## config.mk

```make
export PLATFORM = sky130hd
export DESIGN_NAME = json_string_unescape
export DESIGN_NICKNAME = d
export VERILOG_FILES = /design/src/rtl/core/jsu_pkg.sv /design/src/rtl/core/json_string_unescape.sv
export SDC_FILE = /design/constraint.sdc
export NUM_CORES = 1
export LEC_CHECK = 0
export ABC_AREA = 1
export BUFFER_PORTS_ARGS = -buffer_cell sky130_fd_sc_hd__buf_4
export CAP_MARGIN = 10
export CORE_ASPECT_RATIO = 1.2
export CORE_MARGIN = 5
export CORE_UTILIZATION = 45
export CTS_CLUSTER_DIAMETER = 150
export DETAILED_ROUTE_END_ITERATION = 8
export PLACE_DENSITY = 0.58
export SETUP_SLACK_MARGIN = 0.2
export SYNTH_ARGS = -nofsm -noshare
export SYNTH_HDL_FRONTEND = slang
export SYNTH_SLANG_ARGS = --single-unit
```

## constraint.sdc

```tcl
create_clock -name clock -period 6.3 [get_ports clock]
set_clock_uncertainty 0.15 [all_clocks]
set_input_delay 0.63 -clock clock [delete_from_list [all_inputs] [get_ports clock]]
set_output_delay 0.63 -clock clock [all_outputs]
set_load 0.1 [all_outputs]
```

## src/rtl/core/jsu_pkg.sv

```systemverilog
// ----------------------------------------------------------------------------
// jsu_pkg - shared types and constants for the JSON string unescaper
// Mode and status codes, the result entry, and the byte decode helpers.
// ----------------------------------------------------------------------------
package jsu_pkg;

   typedef enum logic [1:0] {
      MODE_IDLE = 2'd0,
      MODE_STR  = 2'd1,
      MODE_ESC  = 2'd2,
      MODE_HEX  = 2'd3
   } mode_type;

   typedef enum logic [1:0] {
      ST_DATA = 2'd0,
      ST_DONE = 2'd1,
      ST_ERR  = 2'd2
   } status_type;

   typedef struct packed {
      logic       last;
      status_type status;
      logic [7:0] data;
   } entry_type;

   localparam logic [7:0] CHR_QUOTE = 8'h22;
   localparam logic [7:0] CHR_BSLASH = 8'h5C;
   localparam logic [7:0] CHR_SLASH = 8'h2F;
   localparam logic [7:0] CHR_LOW_B = 8'h62;
   localparam logic [7:0] CHR_LOW_F = 8'h66;
   localparam logic [7:0] CHR_LOW_N = 8'h6E;
   localparam logic [7:0] CHR_LOW_R = 8'h72;
   localparam logic [7:0] CHR_LOW_T = 8'h74;
   localparam logic [7:0] CHR_LOW_U = 8'h75;

   localparam logic [7:0] CTL_BS = 8'h08;
   localparam logic [7:0] CTL_FF = 8'h0C;
   localparam logic [7:0] CTL_LF = 8'h0A;
   localparam logic [7:0] CTL_CR = 8'h0D;
   localparam logic [7:0] CTL_HT = 8'h09;

   // result queue: 8 entries, room for one full three-byte burst checked
   localparam int FifoDepth = 8;
   localparam int PtrW      = 3;
   localparam int CntW      = 4;
   localparam int MaxBurst  = 3;

   // {valid, digit}; valid low when the byte is not a hex digit
   function automatic logic [4:0] hex_value(input logic [7:0] b);
      logic [4:0] r;
      r = 5'd0;
      if (b >= 8'h30 && b <= 8'h39) begin
         r = {1'b1, 4'(b - 8'h30)};
      end else if (b >= 8'h61 && b <= 8'h66) begin
         r = {1'b1, 4'(b - 8'h57)};
      end else if (b >= 8'h41 && b <= 8'h46) begin
         r = {1'b1, 4'(b - 8'h37)};
      end
      return r;
   endfunction

   // {valid, byte} for single-byte escapes
   function automatic logic [8:0] esc_value(input logic [7:0] b);
      logic [8:0] r;
      case (b)
         CHR_QUOTE:  r = {1'b1, CHR_QUOTE};
         CHR_BSLASH: r = {1'b1, CHR_BSLASH};
         CHR_SLASH:  r = {1'b1, CHR_SLASH};
         CHR_LOW_B:  r = {1'b1, CTL_BS};
         CHR_LOW_F:  r = {1'b1, CTL_FF};
         CHR_LOW_N:  r = {1'b1, CTL_LF};
         CHR_LOW_R:  r = {1'b1, CTL_CR};
         CHR_LOW_T:  r = {1'b1, CTL_HT};
         default:    r = 9'd0;
      endcase
      return r;
   endfunction

endpackage

```

## src/rtl/core/json_string_unescape.sv

```systemverilog
// ----------------------------------------------------------------------------
// json_string_unescape - streaming JSON string unescaper with UTF-8 output
// Decodes one quoted string per run; escapes and \u code points resolved.
// ----------------------------------------------------------------------------
// Usage:
//   req_* carries raw string text, one byte per beat, starting with the
//   opening quote. rsp_* carries results: rsp_tdata is the decoded byte,
//   rsp_tuser the status (data, string done, error), rsp_tlast marks the
//   final result caused by one input beat.
//   Each input byte is decoded in the cycle it is accepted and its zero to
//   three results land in an 8-entry result queue; they appear on rsp_*
//   from the registered queue, behind any older results still waiting.
//   Throughput: one input beat per cycle while req_tready is high. The queue
//   drains one result per cycle while rsp_tready is high; req_tready is
//   taken from the registered queue count alone and drops only while fewer
//   than three free slots remain, which only a receiver stall causes.
//   When the receiver stalls, results wait in the queue in order; once it
//   is nearly full, input is held off until room frees up.
//   Reset (synchronous, active high) empties the queue and returns the
//   decoder to idle, awaiting an opening quote.
// ----------------------------------------------------------------------------
module json_string_unescape
   import jsu_pkg::*;
(
   input  logic       clock,
   input  logic       reset,
   input  logic       req_tvalid,
   output logic       req_tready,
   input  logic [7:0] req_tdata,   // [7:0] in_byte
   output logic       rsp_tvalid,
   input  logic       rsp_tready,
   output logic [7:0] rsp_tdata,   // [7:0] out_byte
   output logic [1:0] rsp_tuser,   // [1:0] status
   output logic       rsp_tlast    // last
);

   // decoder state
   mode_type     mode_ff, mode_in;
   logic [1:0]   hex_count_ff, hex_count_in;
   logic [15:0]  code_point_ff, code_point_in;

   // result queue
   entry_type        fifo_mem [FifoDepth];
   logic [PtrW-1:0]  wr_ptr_ff, wr_ptr_in;
   logic [PtrW-1:0]  rd_ptr_ff, rd_ptr_in;
   logic [CntW-1:0]  count_ff, count_in;

   logic       req_fire, rsp_fire;
   logic [1:0] burst_n;              // results made by this beat, 0..3
   entry_type  slot [MaxBurst];

   logic [4:0]  hex_d;
   logic [8:0]  esc_d;
   logic [15:0] cp_new;

   assign req_tready = (count_ff <= CntW'(FifoDepth - MaxBurst));
   assign req_fire   = req_tvalid & req_tready;
   assign rsp_tvalid = (count_ff != '0);
   assign rsp_fire   = rsp_tvalid & rsp_tready;

   assign rsp_tdata = fifo_mem[rd_ptr_ff].data;
   assign rsp_tuser = fifo_mem[rd_ptr_ff].status;
   assign rsp_tlast = fifo_mem[rd_ptr_ff].last;

   assign hex_d  = hex_value(req_tdata);
   assign esc_d  = esc_value(req_tdata);
   assign cp_new = {code_point_ff[11:0], hex_d[3:0]};

   // byte decode: next state and the burst of results
   always_comb begin
      mode_in       = mode_ff;
      hex_count_in  = hex_count_ff;
      code_point_in = code_point_ff;
      burst_n       = 2'd0;
      for (int i = 0; i < MaxBurst; i++) begin
         slot[i] = '{last: 1'b1, status: ST_DATA, data: 8'h00};
      end
      case (mode_ff)
         MODE_IDLE: begin
            if (req_tdata == CHR_QUOTE) begin
               mode_in = MODE_STR;
            end else begin
               burst_n    = 2'd1;
               slot[0]    = '{last: 1'b1, status: ST_ERR, data: 8'h00};
            end
         end
         MODE_STR: begin
            if (req_tdata == CHR_QUOTE) begin
               mode_in = MODE_IDLE;
               burst_n = 2'd1;
               slot[0] = '{last: 1'b1, status: ST_DONE, data: 8'h00};
            end else if (req_tdata == CHR_BSLASH) begin
               mode_in = MODE_ESC;
            end else begin
               burst_n = 2'd1;
               slot[0] = '{last: 1'b1, status: ST_DATA, data: req_tdata};
            end
         end
         MODE_ESC: begin
            if (req_tdata == CHR_LOW_U) begin
               mode_in       = MODE_HEX;
               hex_count_in  = 2'd0;
               code_point_in = 16'h0000;
            end else if (esc_d[8]) begin
               mode_in = MODE_STR;
               burst_n = 2'd1;
               slot[0] = '{last: 1'b1, status: ST_DATA, data: esc_d[7:0]};
            end else begin
               mode_in       = MODE_IDLE;
               hex_count_in  = 2'd0;
               code_point_in = 16'h0000;
               burst_n       = 2'd1;
               slot[0]       = '{last: 1'b1, status: ST_ERR, data: 8'h00};
            end
         end
         MODE_HEX: begin
            if (!hex_d[4]) begin
               // bad hex digit drops the collected code point
               mode_in       = MODE_IDLE;
               hex_count_in  = 2'd0;
               code_point_in = 16'h0000;
               burst_n       = 2'd1;
               slot[0]       = '{last: 1'b1, status: ST_ERR, data: 8'h00};
            end else begin
               code_point_in = cp_new;
               if (hex_count_ff == 2'd3) begin
                  hex_count_in = 2'd0;
                  mode_in      = MODE_STR;
                  if (cp_new[15:7] == '0) begin
                     burst_n = 2'd1;
                     slot[0] = '{last: 1'b1, status: ST_DATA,
                                 data: {1'b0, cp_new[6:0]}};
                  end else if (cp_new[15:11] == '0) begin
                     burst_n = 2'd2;
                     slot[0] = '{last: 1'b0, status: ST_DATA,
                                 data: {3'b110, cp_new[10:6]}};
                     slot[1] = '{last: 1'b1, status: ST_DATA,
                                 data: {2'b10, cp_new[5:0]}};
                  end else begin
                     burst_n = 2'd3;
                     slot[0] = '{last: 1'b0, status: ST_DATA,
                                 data: {4'b1110, cp_new[15:12]}};
                     slot[1] = '{last: 1'b0, status: ST_DATA,
                                 data: {2'b10, cp_new[11:6]}};
                     slot[2] = '{last: 1'b1, status: ST_DATA,
                                 data: {2'b10, cp_new[5:0]}};
                  end
               end else begin
                  hex_count_in = hex_count_ff + 2'd1;
               end
            end
         end
         default: begin
            mode_in = MODE_IDLE;
         end
      endcase
   end

   // queue pointers and count
   always_comb begin
      wr_ptr_in = wr_ptr_ff;
      rd_ptr_in = rd_ptr_ff;
      count_in  = count_ff;
      if (req_fire) begin
         wr_ptr_in = wr_ptr_ff + PtrW'(burst_n);
         count_in  = count_in + CntW'(burst_n);
      end
      if (rsp_fire) begin
         rd_ptr_in = rd_ptr_ff + PtrW'(1);
         count_in  = count_in - CntW'(1);
      end
   end

   always_ff @(posedge clock) begin
      if (reset) begin
         mode_ff       <= MODE_IDLE;
         hex_count_ff  <= 2'd0;
         code_point_ff <= 16'h0000;
         wr_ptr_ff     <= '0;
         rd_ptr_ff     <= '0;
         count_ff      <= '0;
      end else begin
         wr_ptr_ff <= wr_ptr_in;
         rd_ptr_ff <= rd_ptr_in;
         count_ff  <= count_in;
         if (req_fire) begin
            mode_ff       <= mode_in;
            hex_count_ff  <= hex_count_in;
            code_point_ff <= code_point_in;
         end
      end
   end

   // queue storage, burst written at consecutive slots
   always_ff @(posedge clock) begin
      if (req_fire) begin
         for (int i = 0; i < MaxBurst; i++) begin
            if (2'(i) < burst_n) begin
               fifo_mem[wr_ptr_ff + PtrW'(i)] <= slot[i];
            end
         end
      end
   end

endmodule
```

==> summary.md <==
| Metric | Value |
|---|---|
| Status | complete, no violations |
| GR Overflow Total | 0 |
| Synthesized-area fraction occupied by adder cells | 2.31% |
| Syn Nets | around 1.1k |
| Core ar. | roughly 0.017 mm² |
| Min-delay worst type | register to register |
| Nets@finish | approximately 1.2k |
| Crit path cell chain | buf_4 -> inv_1 -> o21ai_0 -> o22ai_1 -> nor2_1 -> a31oi_1 -> buf_4 |
| RSZ-0062 raised after global routing | no |
| Gr busiest metal | met2 |
| Share of layout cells above drive strength 1 | approximately a tenth |
| Slowest cell delay on critical path | between 0.7 and 0.8 ns |
| Crit path time final | between 3 and 4 ns |
| Drt first pass iters | 5 |
| Site row count | 52 |
| First-pass GRT wire length | between 30 and 40 mm |
| Placed standard-cell area | 0.00796 mm² |
| Via-per-instance ratio | about 5.4 |
| Max Root-Sink Buffers | 2 |
| Die W | between 100 and 150 µm |
| Antenna violations before repair | 0 |
| Setup crit start kind | register |
| # resized after CTS | 0 |
| DIE HEIGHT | about 150 µm |
| EDFF count, synth | 56 |
| Crit-path max FO | 25 |
| Finished Cell Area | between 0.008 and 0.009 mm² |
| M3 GR Usage | roughly 4.7% |
| Post-place setup slack | roughly 2.5 ns |
| Critical path capture point type | output pin |
| Final worst path period share | roughly three fifths |
| Post-CTS Hold Fix Bufs | 0 |
| Largest net degree at the start of global routing | 49 |
| Setup Buffers After CTS | 0 |
| CP required | 5.52 ns |
| Mux cell area share after synthesis | 0% |
| Total CTS buffers | 17 |
| Max-cap viol count | 0 |
| Critical path's slowest cell | inv_1 |
| M2 GR Usage | between 40% and 50% |
| Num ports | 25 |
| Fmax achieved | roughly 270 MHz |
| Sequential area share after synthesis | a little under two fifths |
| Mapped Cells | around 1.1k |
| Gr usage total | about 25% |
| Layout Utilization | a little over 50% |
| CP Class | register to output pin |
| Routed wire length | ~24 mm |
| Synth Register Bits | roughly 120 |
| Met1 usage in global routing | around a third |
| H-tree depth | 4 |
| 1st-iter DRT viols | 663 |
| Slew margin rel. | about 20% |
| PortBufs | 24 |
| Critical Path AT | 2.93 ns |
| Crit-path leading delay family | buffers and inverters |
| Setup_tns | 0 ns |
| Vias | 7336 |
| Post-route DRC | 0 |
| Hold Fails Final Rpt | 0 |
| Post-synth ARST share | 0% |
| Post-synth cell types | 47 |
| Vias in the first global route | a little under 7k |
| VDD IR max | roughly 0.21 mV |
| Worst-Margin Slew | ~1.2 ns |
| Synth warnings | 0 |
| Primary FF master, synth | dfxtp_1 |
| ANT nets after route | 0 |
| Mapped cell area | between 0.007 and 0.008 mm² |
| Largest family of logic cells by synthesized area | simple AND/OR/NAND/NOR gates |
| Clk_lat worst skew | about 0.42 ns |
| Critical path buffers and inverters | 3 |
| Die Area | just under 0.02 mm² |
| Routability congestion estimate | between 0.9 and 1 |
| Worst setup margin | 2.59 ns |
| N_diodes | 0 |
| Detail Placement HPWL | roughly 18 mm |
| XOR/XNOR share of the synthesized area | less than 1% |
| Routed len/inst | roughly 18 µm |
| Initial Utilization | a little under half |
| Syn Area/Cell | approximately 6.9 µm² |
| CTS tree | done |
| Max Slew Vio Count | 0 |
| Final setup fails | 0 |
| Compound-Gate Fraction of Synth Area | around 14% |
| P_leak | a little under 4 nW |
| Most common cell on crit path | buf_4 |
| Synth Area in Simple Gates | 35.7% |
| Clock sinks | approximately 120 |
| Power Density | about 400 mW/mm² |
| CTS Root Cell | clkbuf_16 |
| CTS clk-pin slew, worst paths | roughly 0.050 ns |
| Area grow syn2layout | 11.5% |
==> cells in the mapped netlist (2+ instances only) <==
cell,n,area (µm²)
a31oi_1,12,75.1
o21ai_1,14,70.1
nor3_2,4,40.0
nand2_2,7,43.8
a21oi_1,49,245
a221oi_1,3,26.3
nand3_1,89,445
dfxtp_1,61,1220
clkbuf_1,16,60.1
nor2_2,6,37.5
nand2_8,2,40.0
o211ai_1,13,97.6
nor2_1,172,646
fa_1,2,40.0
inv_2,7,26.3
nand4_1,6,37.5
inv_1,139,522
nand2_1,280,1050
o21a_1,5,37.5
ha_1,11,138
o21ai_0,85,425
nand3_2,3,30.0
buf_4,3,22.5
nor2_4,3,33.8
nor4_2,3,37.5
clkinv_1,2,7.51
a21oi_2,2,17.5
nand2_4,9,101
nor3_1,13,65.1
edfxtp_1,56,1680
a211oi_1,5,37.5
or2_2,4,25.0
buf_2,5,25.0
buf_6,7,78.8
o22ai_1,8,50.1
==> cell usage in the layout (no fill, tap or decap), types with 17 or more instances in the layout <==
cell and n:
nand2_1 280, nor2_1 172, inv_1 139, nand3_1 89, o21ai_0 85, dfxtp_1 61
edfxtp_1 56, a21oi_1 49, buf_4 28, clkbuf_16 17
==> cells by family (layout without fill, tap and decap cells) <==
group,Yosys count,in the layout
xor gates and xnor gates,1,1
buffers and inverters,181,208
and+or+nand+nor,609,609
AOI/OAI and AO/OA,197,197
adders and majority gates,13,13
DFF,117,117
==> layout make-up <==
type	instances	area (µm²)
clock inverters	15	186
inverters	148	556
repair buffers	28	210
fillers	1708	8280
multi-input cells	820	4020
flip-flops and latches	117	2900
well taps	216	270
clock buffers	17	425
==> metrics by stage <==
step | power, mW | cells | hold WS, ns
after CTS | 3.50 | 1361 | 0.301
after detailed placement | 2.49 | 1329 | 0.287
final | 3.48 | 1361 | 0.298
after global routing | 3.67 | 1361 | 0.334
after floorplan | 2.15 | 1118 | 0.262
after global placement | 2.48 | 1329 | 0.285
==> flip-flops by register name, summed over array words and instances, names as in the netlist, named ones only <==
name,cells
rd_ptr_ff,3
count_ff,4
mode_ff,2
hex_count_ff,2
code_point_ff,12
fifo_mem,88
wr_ptr_ff,3
==> report_power, final <==
| part | leakage (nW) | internal, mW | switching (mW) |
|---|---|---|---|
| Sequential | 0.987 | 0.928 | 0.0701 |
| Combinational | 2.64 | 0.346 | 1.12 |
| Clock | 0.292 | 0.655 | 0.356 |
| Total | 3.92 | 1.93 | 1.55 |
==> worst paths after layout <==
kind / cells past startpoint / endpoint / startpoint / slack [ns]
min reg2reg: 1 / rd_ptr_ff[2]$_SDFFE_PP0P_ / rd_ptr_ff[2]$_SDFFE_PP0P_ / 0.30
max: 7 / rsp_tdata[7] / register / 2.59
min: 1 / rd_ptr_ff[2]$_SDFFE_PP0P_ / rd_ptr_ff[2]$_SDFFE_PP0P_ / 0.30
max reg2reg: 9 / fifo_mem[0][1]$_DFFE_PP_ / count_ff[1]$_SDFF_PP0_ / 3.05
==> per-layer routing <==
metal,wire [µm],up-vias
met2,11700,260
met3,1440,58
met4,889,0
met5,0,-
li1,-,3684
met1,10200,3334
(Power assumes the default switching activity.)
